### config.mk
export PLATFORM = sky130hd
export DESIGN_NAME = csrb_queue
export DESIGN_NICKNAME = d
export VERILOG_FILES = /design/src/design/csrb_pkg.sv /design/src/design/csrb_queue.sv
export SDC_FILE = /design/constraint.sdc
export NUM_CORES = 1
export LEC_CHECK = 0
export ABC_AREA = 0
export BUFFER_PORTS_ARGS = -buffer_cell sky130_fd_sc_hd__buf_2
export CELL_PAD_IN_SITES_DETAIL_PLACEMENT = 2
export CELL_PAD_IN_SITES_GLOBAL_PLACEMENT = 2
export CORE_AREA = 2 2 112 114
export CTS_CLUSTER_DIAMETER = 50
export DETAILED_ROUTE_END_ITERATION = 10
export DIE_AREA = 0 0 114 116
export GPL_TIMING_DRIVEN = 0
export PLACE_DENSITY = 0.75
export SYNTH_ARGS = -nofsm -noshare
export SYNTH_HDL_FRONTEND = slang
export SYNTH_SLANG_ARGS = --single-unit
### constraint.sdc
create_clock -name clk -period 3.65 [get_ports clk]
set_input_delay 1.095 -clock clk [delete_from_list [all_inputs] [get_ports clk]]
set_output_delay 1.095 -clock clk [all_outputs]
set_load 0.02 [all_outputs]
### src/design/csrb_pkg.sv
// Shared types and constants for the clipped 2bpp sprite row blitter.
// No dependencies; the front, queue, back and top modules use this package.
`default_nettype none

package csrb_pkg;

  localparam int unsigned ADDR_W      = 11;
  localparam int unsigned STORE_DEPTH = 2048;

  // Action codes carried on the input tuser.
  localparam logic ACT_DRAW = 1'b0;
  localparam logic ACT_READ = 1'b1;

  // One classified command, handed from the front to the back.
  typedef struct packed {
    logic              is_read;
    logic [ADDR_W-1:0] addr0;
    logic [7:0]        mask0;
    logic [7:0]        data0;
    logic [ADDR_W-1:0] addr1;
    logic [7:0]        mask1;
    logic [7:0]        data1;
    logic              drawn;
  } cmd_t;

endpackage

`default_nettype wire

### src/design/csrb_queue.sv
// Two-entry command queue between the front and the back.
// Depends on csrb_pkg (cmd_t).
`default_nettype none

module csrb_queue (
  input  wire logic           clk,
  input  wire logic           rst_n,
  input  wire logic           push,
  input  csrb_pkg::cmd_t      push_cmd,
  output logic                full,
  input  wire logic           pop,
  output logic                not_empty,
  output csrb_pkg::cmd_t      head
);

  csrb_pkg::cmd_t ent_r [2];
  logic           wr_ptr_r, wr_ptr_nxt;
  logic           rd_ptr_r, rd_ptr_nxt;
  logic [1:0]     count_r, count_nxt;

  assign full      = (count_r == 2'd2);
  assign not_empty = (count_r != 2'd0);
  assign head      = ent_r[rd_ptr_r];

  always_comb begin
    wr_ptr_nxt = wr_ptr_r ^ push;
    rd_ptr_nxt = rd_ptr_r ^ pop;
    count_nxt  = count_r + 2'(push) - 2'(pop);
  end

  always_ff @(posedge clk) begin
    if (!rst_n) begin
      wr_ptr_r <= 1'b0;
      rd_ptr_r <= 1'b0;
      count_r  <= 2'd0;
    end else begin
      wr_ptr_r <= wr_ptr_nxt;
      rd_ptr_r <= rd_ptr_nxt;
      count_r  <= count_nxt;
    end
  end

  always_ff @(posedge clk) begin
    if (push) begin
      ent_r[wr_ptr_r] <= push_cmd;
    end
  end

  a_no_overflow: assert property (@(posedge clk) disable iff (!rst_n)
    full |-> !push) else $error("queue pushed while full");
  a_no_underflow: assert property (@(posedge clk) disable iff (!rst_n)
    !not_empty |-> !pop) else $error("queue popped while empty");
  a_count_range: assert property (@(posedge clk) disable iff (!rst_n)
    count_r != 2'd3) else $error("queue count out of range");

endmodule

`default_nettype wire

==> summary.txt <==
Synth
  • Seq cells post-synth: around 120
  • Cells after synthesis: between 150 and 200
  • Synth area leader: edfxtp_1
  • Proportion of netlist area held by the largest area contributor: 0.757
  • Syn_nets: around 260
  • Yosys cell types: 13
  • Mean cell area of the mapped netlist: 22.8 sq um
  • Seq/Total Area, Yosys: 0.780
  • Ranking of synthesized cells by area: edfxtp_1 76%, mux2_4 14%, mux2_2 4.1%
  • Synth warn: 0
  • Netlist Area Pre-Place: 4440 sq um

Critical path
  • Crit path capture type: output pin
  • Crit Path Max Fanout: 10
  • R2R setup slack: about 2.1 ns
  • R2R cell count: 2
  • Critical Path AT: around 1.6 ns
  • Nature of the critical path startpoint: flip-flop
  • CP endpoint: head[23]
  • WS Path Type: reg -> out
  • Worst R2R Start: wr_ptr_r$_SDFF_PN0_
  • Worst EP required: around 2.6 ns
  • Worst R2R End: ent_r[0][23]$_DFFE_PP_

STA
  • Setup violators final: 0
  • Skew final: 0.00846 ns
  • RSZ-0062 raised after global routing: false
  • FMAX: about 0.37 GHz
  • Minimum clock period: about 2.7 ns
  • Worst-Margin Slew: around 0.84 ns
  • Slew Viols, Final: 0
  • Setup ws final: approximately 0.93 ns
  • Hold Vio Cnt, Final: 0
  • Rel. slew slack: 0.439
  • Period utilisation layout: 0.745

GRT
  • Largest net degree at the start of global routing: 57
  • Grt ovf: 0
  • Total GRT Usage: 0.144
  • Number of global-route vias before repair: around 2,500
  • First-pass GRT wire length: approximately 14,000 um
  • Antenna violations before repair: 0

CTS
  • Clock Sinks: approximately 120
  • Clock tree buffer depth: 2
  • Htree depth: 4
  • Post-CTS sizing: 0
  • Later-pin clock latency in the skew report: approximately 0.4 ns
  • Root buffer cell: clkbuf_16
  • Hold_buf cts: 0
  • Setup Buffers After CTS: 0
  • TritonCTS buffer count: 17
  • TritonCTS clock tree: yes
  • Clock slew at reported path FFs: 0.05 ns

Floorplanning
  • Die footprint: ~13,000 sq um
  • Initial Util: 0.373
  • Die width: between 100 and 150 um
  • Core Region: about 12,000 sq um
  • Die span in y: approximately 120 um
  • Rows: 40
  • Boundary Pins: roughly 120

Min path
  • HP Class: reg -> reg

Routing
  • Initial DRC count: 38
  • Pre-antenna DRT Iters: 4
  • Mean number of vias per cell: roughly 4.5
  • Final ANT Viol Nets: 0
  • Post-route DRC violation count: 0
  • Wirelength per Cell: about 18 um
  • Routed WL: around 9000 um
  • Routed vias: roughly 2,200

Power and ir drop
  • Total Power: ~0.0036 W
  • Worst vdd ir: approximately 0.25 mV
  • Power per cell area: between 600 and 700 nW/um^2
  • P_leak: approximately 2.3 nW

Cells and area
  • Non-filler instance count after layout: just under 500
  • Layout Nets: about 400
  • Synth-to-Final Area Change: 30.5%
  • Layout cell share with drive strength beyond 1: 0.608
  • Fill cell count: between 1,000 and 1,500

Place
  • Buffers on Ports: 117
  • Dpl cells: between 400 and 500
  • Estimated wirelength of the detail-placed design: around 5600 um
  • RePlAce Congestion: about 0.6
  • Pre-CTS WS: ~1.2 ns

Run status
  • Status: finished clean

Run
  • Max Cap Violations: 0
[state kept, by name (all words and copies together) (netlist names), named ones only]
| signal | flops |
|---|---|
| count_r | 2 |
| ent_r | 112 |
| rd_ptr_r | 1 |
| wr_ptr_r | 1 |
[cells in the final DEF (no fill, tap or decap), drive strengths merged]
master / instances
buf: 123
edfxtp: 112
mux2: 56
clkbuf: 29
dfxtp: 5
ha: 4
inv: 3
and2: 3
nor2b: 3
clkinv: 3
diode: 1
or2: 1
xor2: 1
xnor3: 1
[cell type report]
type,instances,area [sq um],share of cell area
Antenna cell,1,2.50,0.000432
Buffer,6,61.3,0.0106
Clock buffer,29,541,0.0933
Clock inverter,3,15.0,0.00259
Inverter,3,11.3,0.00194
Multi-Input combinational cell,69,931,0.161
Sequential cell,117,3460,0.598
Tap cell,147,184,0.0317
Timing Repair Buffer,117,586,0.101
[stage by stage]
| step | hold slack [ns] | TNS [ns] | instance area (sq um) | util |
|---|---|---|---|---|
| after floorplan | 0.521 | 0 | 4440 | - |
| after global placement | 0.532 | -23.16 | 5210 | 0.438 |
| after detailed placement | 0.602 | 0 | 5240 | 0.440 |
| after CTS | 0.616 | 0 | 5790 | 0.486 |
| after global routing | 0.639 | 0 | 5790 | 0.486 |
| final | 0.608 | 0 | 5790 | 0.486 |
[worst max-delay path, stage by stage (launching register included)]
cell     delay (ns)
dfxtp_1        0.34
buf_6          0.18
buf_6          0.20
mux2_4         0.32
buf_2          0.16
[worst min path at each step]
stage | from | slack (ns) | depth (start not counted) | end
after detailed placement | rd_ptr_r$_SDFF_PN0_ | 0.60 | 2 | rd_ptr_r$_SDFF_PN0_
after floorplan | wr_ptr_r$_SDFF_PN0_ | 0.52 | 3 | wr_ptr_r$_SDFF_PN0_
final | rd_ptr_r$_SDFF_PN0_ | 0.61 | 2 | flip-flop
after CTS | wr_ptr_r$_SDFF_PN0_ | 0.62 | 3 | wr_ptr_r$_SDFF_PN0_
after global placement | wr_ptr_r$_SDFF_PN0_ | 0.53 | 3 | wr_ptr_r$_SDFF_PN0_
after global routing | rd_ptr_r$_SDFF_PN0_ | 0.64 | 2 | rd_ptr_r$_SDFF_PN0_
[kinds of logic after synthesis]
kind of cell / count (synthesis) / share of synthesized area
buffers and inverters: 9 / 0.0163
flip-flops: 117 / 0.780
AND/OR/NAND/NOR: 7 / 0.00986
XOR/XNOR: 2 / 0.00704
adder cells (fa/ha/maj): 4 / 0.0113
multiplexers: 56 / 0.176
[cell usage after synthesis]
cell type / n
ha_1: 4
or2_2: 1
mux2_4: 40
nor2b_1: 3
xor2_1: 1
edfxtp_1: 112
buf_2: 1
and2_1: 3
mux2_2: 16
dfxtp_1: 5
xnor3_1: 1
buf_6: 5
inv_1: 3
[power breakdown]
part / total [W] / internal [W] / switching [W]
Combinational: 0.000447 / 0.000203 / 0.000244
Sequential: 0.00160 / 0.00157 / 0.0000276
Clock: 0.00152 / 0.000989 / 0.000529
Total: 0.00356 / 0.00276 / 0.000800
[layer usage]
metal	GRT usage	part of all wire	vias up
met1	0.152	0.39	1086
met2	0.248	0.53	83
met4	0.0756	0.016	0
met5	0	0	-
met3	0.0591	0.064	14
li1	-	-	1041
(Power assumes the default switching activity.)
