===== src/design/csrb_pkg.sv =====
// Shared types and constants for the clipped 2bpp sprite row blitter.
// No dependencies; the front, queue, back and top modules use this package.
`default_nettype none

package csrb_pkg;

  localparam int unsigned ADDR_W      = 11;
  localparam int unsigned STORE_DEPTH = 2048;

  // Action codes carried on the input tuser.
  localparam logic ACT_DRAW = 1'b0;
  localparam logic ACT_READ = 1'b1;

  // One classified command, handed from the front to the back.
  typedef struct packed {
    logic              is_read;
    logic [ADDR_W-1:0] addr0;
    logic [7:0]        mask0;
    logic [7:0]        data0;
    logic [ADDR_W-1:0] addr1;
    logic [7:0]        mask1;
    logic [7:0]        data1;
    logic              drawn;
  } cmd_t;

endpackage

`default_nettype wire


===== src/design/csrb_front.sv =====
// Front end: clips one sprite row and turns it into up to two masked byte merges.
// Depends on csrb_pkg (cmd_t, action codes).
`default_nettype none

module csrb_front #(
  parameter int unsigned SCREEN_WIDTH  = 128,
  parameter int unsigned SCREEN_HEIGHT = 64,
  parameter int unsigned BYTES_PER_ROW = 32
) (
  input  wire logic                       action,
  input  wire logic [7:0]                 pos_x,
  input  wire logic [7:0]                 top_y,
  input  wire logic [7:0]                 row_index,
  input  wire logic [7:0]                 row_count,
  input  wire logic [7:0]                 row_pattern,
  input  wire logic [csrb_pkg::ADDR_W-1:0] read_address,
  output csrb_pkg::cmd_t                  cmd
);

  logic signed [9:0] y_s;
  logic              row_ok;
  logic [11:0]       base;
  logic [9:0]        pxe;
  logic [7:0]        bc0;
  logic [7:0]        bc1;
  logic [11:0]       addr0;
  logic [11:0]       addr1;
  logic [7:0]        mask0;
  logic [7:0]        data0;
  logic [7:0]        mask1;
  logic [7:0]        data1;
  logic              any_px;

  assign y_s    = $signed({{2{top_y[7]}}, top_y}) + $signed({2'b00, row_index});
  assign row_ok = (row_index < row_count) && !y_s[9] &&
                  ($unsigned(y_s) < 10'(SCREEN_HEIGHT));

  // Row base address; y stays below 128 once row_ok holds.
  assign base  = 12'(y_s[6:0]) * 12'(BYTES_PER_ROW);
  assign pxe   = {{2{pos_x[7]}}, pos_x};
  assign bc0   = pxe[9:2];
  assign bc1   = bc0 + 8'd1;
  assign addr0 = base + 12'(bc0);
  assign addr1 = base + 12'(bc1);

  always_comb begin
    logic [9:0]  col;
    logic [2:0]  sum;
    logic [2:0]  sh;
    logic [7:0]  pm;
    logic [7:0]  pd;
    logic [1:0]  pix;
    logic        ok;
    mask0  = '0;
    data0  = '0;
    mask1  = '0;
    data1  = '0;
    any_px = 1'b0;
    for (int i = 0; i < 4; i++) begin
      col = pxe + 10'(i);
      sum = {1'b0, pos_x[1:0]} + 3'(i);
      sh  = 3'd6 - {sum[1:0], 1'b0};
      pix = row_pattern[7-2*i -: 2];
      pm  = 8'b0000_0011 << sh;
      pd  = {6'b0, pix} << sh;
      // A pixel lands only if its column, byte column and address all fit.
      ok  = row_ok && !col[9] && (col < 10'(SCREEN_WIDTH)) &&
            (col[9:2] < 8'(BYTES_PER_ROW)) &&
            !(sum[2] ? addr1[11] : addr0[11]);
      if (ok) begin
        any_px = 1'b1;
        if (sum[2]) begin
          mask1 = mask1 | pm;
          data1 = data1 | pd;
        end else begin
          mask0 = mask0 | pm;
          data0 = data0 | pd;
        end
      end
    end
  end

  always_comb begin
    cmd.is_read = (action == csrb_pkg::ACT_READ);
    cmd.addr0   = cmd.is_read ? read_address : addr0[csrb_pkg::ADDR_W-1:0];
    cmd.mask0   = cmd.is_read ? 8'h00 : mask0;
    cmd.data0   = data0;
    cmd.addr1   = addr1[csrb_pkg::ADDR_W-1:0];
    cmd.mask1   = cmd.is_read ? 8'h00 : mask1;
    cmd.data1   = data1;
    cmd.drawn   = !cmd.is_read && any_px;
  end

endmodule

`default_nettype wire


===== config.mk =====
export PLATFORM = sky130hd
export DESIGN_NAME = csrb_front
export DESIGN_NICKNAME = d
export VERILOG_FILES = /design/src/design/csrb_pkg.sv /design/src/design/csrb_front.sv
export SDC_FILE = /design/constraint.sdc
export NUM_CORES = 1
export LEC_CHECK = 0
export BUFFER_PORTS_ARGS = -buffer_cell sky130_fd_sc_hd__buf_2
export CAP_MARGIN = 15
export CORE_MARGIN = 2
export CORE_UTILIZATION = 50
export DETAILED_ROUTE_END_ITERATION = 6
export GPL_TIMING_DRIVEN = 0
export PLACE_DENSITY_LB_ADDON = 0.12
export SLEW_MARGIN = 40
export SYNTH_ARGS = -nofsm -noshare
export SYNTH_HDL_FRONTEND = slang
export SYNTH_SLANG_ARGS = --single-unit

===== constraint.sdc =====
create_clock -name vclk -period 5.5
set_clock_uncertainty 0.15 [all_clocks]
set_input_delay 1.1 -clock vclk [all_inputs]
set_output_delay 1.1 -clock vclk [all_outputs]
set_load 0.03 [all_outputs]

==> results.md, run 1 <==
- Status: complete, no violations
- Mapped cell area: 2270 sq um
- Antenna viol nets, final: 0
- Placed insts: 484
- Via density: 6.07
- DIE WIDTH: 71.3 um
- Worst slew margin: between 50% and 60%
- Max-Cap Viols: 0
- Synthesized Nets: just over 400
- Cell row count: 24
- Setup CP Type: primary input to primary output
- Seq_cells: 0
- Yosys warns: 0
- Worst Path Required: 4250 ps
- Global-route wire length before repair: 11800 um
- Final Hold Slack: 2300 ps
- Non-filler cells, final: approximately 500
- Fin util: between 70% and 80%
- Met3 routed WL: 484 um
- Total grt overflow: 0
- Tot GR Track Use: between 20% and 30%
- Post-DP Area: 2900 sq um
- Power share of the clock group: 0%
- Final Hold Fails: 0
- Finished Cell Area: ~3100 sq um
- Critical Path End Type: primary output
- WP data arrival: 4120 ps
- Routability cong.: just over 0.9
- Core footprint: 4350 sq um
- DR top layer: met4
- Die outline area: 5090 sq um
- Layout area overhead: 35.5%
- Largest stage delay on the critical path: 390 ps
- DR WL/cell: ~14 um
- Via count: between 2000 and 3000
- Vias in the first global route: about 2800
- Cell Pwr Density: 135 nW/um^2
- Fmax: 186 MHz
- Final Max Tran Viols: 0
- Initial antenna violation count: 0
- Fraction of layout cells with a size suffix above 1: 37.2%
- # IOs: 108
- Number of diodes: 0
- Critical Path Source: pos_x[4]
- Post-synthesis area per instance: between 6 and 7 sq um
- LEAKAGE: roughly 1.6 nW
- Internal power: 154 uW
- Slowest CP cell: fa_1
- Post-route minimum period: between 5000 and 6000 ps
- Fin crit share: 97.6%
- Setup WS post-layout: 130 ps
- Clkbuf count: 0
- Drt drc: 0
- Die H: 71.3 um
- Worst Tran Pin Value: approximately 630 ps
- Maximum net fanout on the critical path: 9
- Peak supply drop: 0.105 mV
- Final wirelength: roughly 7100 um
- Seq pwr share: 0%
- Synth cell types: between 50 and 60
- Port bufs: 107
- First-pass DRT Iterations: 6
- Hpwl dp: 5580 um
- Drt initial violations: 320
- Syn Inst Count: 325
- Initial Util: between 50% and 60%
- Final #Nets: 524
- Startpoint types: primary input
- DR WL met2: 3570 um
- Hold wc startpoint: action
- # setup viols final: 0
- Sw frac: between 60% and 70%
- Psw: approximately 260 uW
- Tot Pwr: between 400 and 500 uW
- Total negative slack: 0 ps
- Comb pwr share: 100.0%
- Sequential fraction of the synthesis area: 0%
- Post-Place Setup Slack: -686 ps
- Met1 WL: 2870 um
- Largest net degree at the start of global routing: 14
- Hold WC Path Type: primary input to primary output
- Register Area: 0 sq um
- Crit-path cells: buf_2, and3_2, and2_1, xor2_1, ha_1, inv_1, fa_1, inv_1, a21oi_4, o21ai_2, a32o_1, clkbuf_4, nor2_4, buf_4, a31o_2, and3_1, buf_2
-- cells in the final DEF (no fill, tap or decap), types with 3 or more instances in the layout --
cell type | synthesis | routed
a221oi_1 | 5 | 4
ha_1 | 31 | 31
a21o_1 | 9 | 9
a31oi_1 | 4 | 4
a211oi_1 | 6 | 4
nor2_1 | 21 | 19
nand4_1 | 8 | 8
a32o_1 | 4 | 4
mux2i_1 | 4 | 4
buf_4 | 9 | 14
a22oi_1 | 5 | 5
and3_1 | 7 | 6
clkbuf_1 | 13 | 8
inv_1 | 29 | 29
nand3_1 | 11 | 11
a2111oi_4 | 1 | 3
o21ai_0 | 17 | 16
xnor2_1 | 10 | 9
nor3_1 | 13 | 12
nor4_1 | 5 | 4
and2_1 | 5 | 6
a21oi_1 | 18 | 17
xor2_1 | 6 | 5
mux2_2 | 7 | 7
a41oi_1 | 5 | 4
nand2_1 | 27 | 27
buf_2 | 2 | 109
-- logic make-up after synthesis --
group	after synthesis	synth area share, %
muxes	11	5.24
adders and majority gates	34	19.8
buffers and inverters	54	10.5
xor gates and xnor gates	16	6.18
AOI/OAI and AO/OA	96	32.5
and+or+nand+nor	114	25.8
-- repair_timing --
item / CTS / global route
hold buffers: 0 / 0
setup buffers: 0 / 5
pin swaps: 1 / 8
setup endpoints to repair: 33 / 29
resized for setup: 13 / 17
-- power groups by stage --
stage          sequential, mW  combinational, mW  clock, mW
2_1_floorplan               0              0.275          0
6_report                    0              0.416          0
4_1_cts                     0              0.388          0
3_3_place_gp                0              0.368          0
3_5_place_dp                0              0.375          0
5_1_grt                     0              0.450          0
-- critical path, delay by kind of cell --
| kind | cells | cell delay (ps) |
|---|---|---|
| buffers and inverters | 6 | 860 |
| adder cells (fa/ha/maj) | 2 | 590 |
| AO/OA/AOI/OAI | 4 | 660 |
| XOR/XNOR | 1 | 200 |
| AND/OR/NAND/NOR | 4 | 700 |
-- Yosys cell counts (3+ instances only) --
master	count	share of area, %
xnor2_1	10	3.9
a31oi_1	4	1.1
nor2_1	21	3.5
a22oi_1	5	1.7
xor2_1	6	2.3
a41oi_1	5	1.9
nor4_1	5	1.4
a21oi_1	18	4.0
and3_1	7	1.9
o21ai_0	17	3.8
a32o_1	4	1.8
nor3_1	13	2.9
a211oi_1	6	2.0
fa_1	3	2.6
mux2_2	7	3.5
buf_4	9	3.0
and2_1	5	1.4
nand2_1	27	4.5
clkbuf_1	13	2.2
ha_1	31	17
nand4_1	8	2.2
inv_1	29	4.8
mux2i_1	4	1.8
a21o_1	9	3.0
nand3_1	11	2.4
a221oi_1	5	1.9
-- metal layers --
metal / track usage [%] / vias up
met3: 0.563 / 20
met5: 0 / -
met4: 4.40 / 0
li1: - / 1433
met1: 34.5 / 1368
met2: 50.5 / 143
-- path summary, 6_finish.rpt --
path | end | cells past startpoint
max | cmd[4] | 17
min | cmd[55] | 2
-- cell type report --
cell class / instances / area, sq um
repair buffers: 112 / 586
inverters: 30 / 113
fillers: 400 / 1280
plain buffers: 23 / 135
well taps: 52 / 65.1
multi-input cells: 271 / 2170
(Power assumes the default switching activity.)
==> run 2: changes to the inputs <==
--- a/config.mk
+++ b/config.mk
@@ -5,11 +5,13 @@
 export SDC_FILE = /design/constraint.sdc
 export NUM_CORES = 1
 export LEC_CHECK = 0
+export ABC_AREA = 1
 export BUFFER_PORTS_ARGS = -buffer_cell sky130_fd_sc_hd__buf_2
 export CAP_MARGIN = 15
 export CORE_MARGIN = 2
-export CORE_UTILIZATION = 50
+export CORE_UTILIZATION = 51
 export DETAILED_ROUTE_END_ITERATION = 6
+export GPL_ROUTABILITY_DRIVEN = 0
 export GPL_TIMING_DRIVEN = 0
 export PLACE_DENSITY_LB_ADDON = 0.12
 export SLEW_MARGIN = 40
==> run 2 against run 1 <==
Count of clock-buffer cells in the layout unchanged. Combinational power decreased by 17%. Fmax increased by 0.88%. Critical path depth increased by 2. Wire length decreased by 0.33%. Largest cell class unchanged. Final area increased by 4.9%. Core utilization decreased by 2.3 points.
==> results.md, run 2 <==
- Sequential fraction of the synthesis area: 0% (unchanged)
- Yosys warns: 0 (unchanged)
- Placed insts: 638 (was 484)
- Fin crit share: 96.8% (was 97.6%)
- Tot Pwr: 347 uW (was 416 uW)
- Initial antenna violation count: 0 (unchanged)
- Hpwl dp: 5890 um (was 5580 um)
- Non-filler cells, final: 648 (was 488)
- Mapped cell area: 2490 sq um (was 2270 sq um)
- Global-route wire length before repair: 11300 um (was 11800 um)
- Final Hold Fails: 0 (unchanged)
- Share of the synthesized area in the top cell type: 21.4% (was 17.1%)
- Peak supply drop: 0.0704 mV (was 0.105 mV)
- Die outline area: 5460 sq um (was 5090 sq um)
- Finished Cell Area: 3220 sq um (was 3070 sq um)
- Cell Pwr Density: 108 nW/um^2 (was 135 nW/um^2)
- Most frequent cells in the layout: 142 x nand2_1, 107 x buf_2, 63 x inv_1 (was 109 x buf_2, 31 x ha_1, 29 x inv_1)
- CTS Hold Buffers Added: 0 (unchanged)
- DIE WIDTH: 73.9 um (was 71.3 um)
- Status: complete, no violations (unchanged)
- Drt drc: 0 (unchanged)
- Hold WC Path Type: primary input to primary output (unchanged)
- Hold wc startpoint: pos_x[2] (was action)
- Fmax: 188 MHz (was 186 MHz)
- Final #Nets: 669 (was 524)
- # setup viols final: 0 (unchanged)
- Most common cell after layout, fill and taps aside: nand2_1 (was buf_2)
- Startpoint types: primary input (unchanged)
- Max-Cap Viols: 0 (unchanged)
- Post-route minimum period: 5320 ps (was 5370 ps)
- WP data arrival: 4070 ps (was 4120 ps)
- Syn Inst Count: 463 (was 325)
- # IOs: 108 (unchanged)
- Final wirelength: 7030 um (was 7060 um)
- Ranking of synthesized cells by area: nand2_1 21%, ha_1 16%, nand3_1 11%, inv_1 9.6%, nor2_1 6.8% (was ha_1 17%, inv_1 4.8%, nand2_1 4.5%, a21oi_1 4.0%, xnor2_1 3.9%)
- Tot GR Track Use: 24.6% (was 26.8%)
- Drt initial violations: 146 (was 320)
- Setup CP Type: primary input to primary output (unchanged)
- First-pass DRT Iterations: 5 (was 6)
- Worst Tran Pin Value: 577 ps (was 627 ps)
- Port bufs: 108 (was 107)
- Clkbuf count: 0 (unchanged)
- Synth cell types: 31 (was 56)
- Vias in the first global route: 2667 (was 2757)
- DR WL/cell: 10.9 um (was 14.5 um)
- Maximum net fanout on the critical path: 10 (was 9)
- Post-synthesis area per instance: 5.39 sq um (was 6.98 sq um)
- Fin util: 68.2% (was 70.6%)
- Register Area: 0 sq um (unchanged)
- Core footprint: 4720 sq um (was 4350 sq um)
- Largest net degree at the start of global routing: 14 (unchanged)
- Critical Path End Type: primary output (unchanged)
- Die H: 73.9 um (was 71.3 um)
- Via count: 3251 (was 2964)
- LEAKAGE: 1.97 nW (was 1.56 nW)
- Antenna viol nets, final: 0 (unchanged)
- Unrepaired setup endpoints after global routing: true
- Worst Path Required: 4250 ps (about the same)
- Yosys top cell by area: nand2_1 (was ha_1)
- Total grt overflow: 0 (unchanged)
- Cell row count: 25 (was 24)
- Post-DP Area: 3120 sq um (was 2900 sq um)
- Seq_cells: 0 (unchanged)
- Critical Path Source: top_y[0] (was pos_x[4])
- Synthesized Nets: 549 (was 411)
- Number of diodes: 0 (unchanged)
- Count leader, synth: nand2_1 (was ha_1)
- Final Max Tran Viols: 0 (unchanged)
- Initial Util: 52.8% (was 52.1%)
- Post-synth top cells: 142 x nand2_1, 64 x inv_1, 54 x nand3_1, 45 x nor2_1, 31 x ha_1 (was 31 x ha_1, 29 x inv_1, 27 x nand2_1, 21 x nor2_1, 18 x a21oi_1)
- Layout area overhead: 29.3% (was 35.5%)
- Via density: 5.02 (was 6.07)
- Worst slew margin: 61.6% (was 58.2%)
- Fraction of layout cells with a size suffix above 1: 29.9% (was 37.2%)
[run 2: changes by cell type after synthesis, sizes merged, moves of 7 or more]
cell,previous run,this run
xnor2,10,3
mux2,7,0
a21o,9,0
nor2,22,55
and2,7,0
nand3,12,59
inv,29,68
nand2,27,155
and3,7,0
[run 2: final timing paths]
path              endpoint  slack (ps)  depth (start not counted)
setup / recovery   cmd[41]         180                         19
hold / removal     cmd[17]        2360                          3
[run 2: layout make-up]
cell class,instances,area (sq um)
multi-input cells,373,2140
plain buffers,19,114
fillers,470,1500
repair buffers,118,621
well taps,67,83.8
inverters,71,269
[run 2: stage by stage]
stage	TNS (ps)	worst slack, ps	hold WS, ps
finish	0	177	2360
global route	-13.1	-7.23	2390
CTS	0	10.8	2360
detailed placement	-238	-49.5	2370
global placement	-154	-42.6	2360
floorplan	0	45.4	2170
[run 2: where the power goes]
| part | switching (mW) | internal, mW |
|---|---|---|
| clock | 0 | 0 |
| combinational | 0.229 | 0.118 |
| sequential | 0 | 0 |
[run 2: routing by layer]
| layer | wire [um] | GRT usage, % |
|---|---|---|
| met5 | 0 | 0 |
| met4 | 35 | 2.63 |
| met3 | 430 | 0.686 |
| met2 | 3390 | 44.2 |
| met1 | 3180 | 33.7 |
[run 2: repair_timing]
item                       4_1_cts  5_1_grt
gates resized for setup          2       10
pin swaps                        0        7
setup endpoints to repair        7       31
buffers inserted                 0       10
[run 2: critical path: stages]
cell and delay (ps):
buf_2 100, ha_2 210, fa_2 620, inv_1 60
fa_2 360, o21ai_2 160, nand3_2 130, nor2_4 120
nand3_1 80, nand3_1 90, nand2_1 100, nor2_4 180
buf_6 170, nand3_1 70, nand3_1 80, nor2_1 50
nor2_1 120, buf_4 120, buf_2 180
[run 2: logic make-up after synthesis]
kind of cell,synth area share (%)
adder cells (fa/ha/maj),18.0
AO/OA/AOI/OAI,7.53
buffers and inverters,15.2
XOR/XNOR,3.86
AND/OR/NAND/NOR,55.4
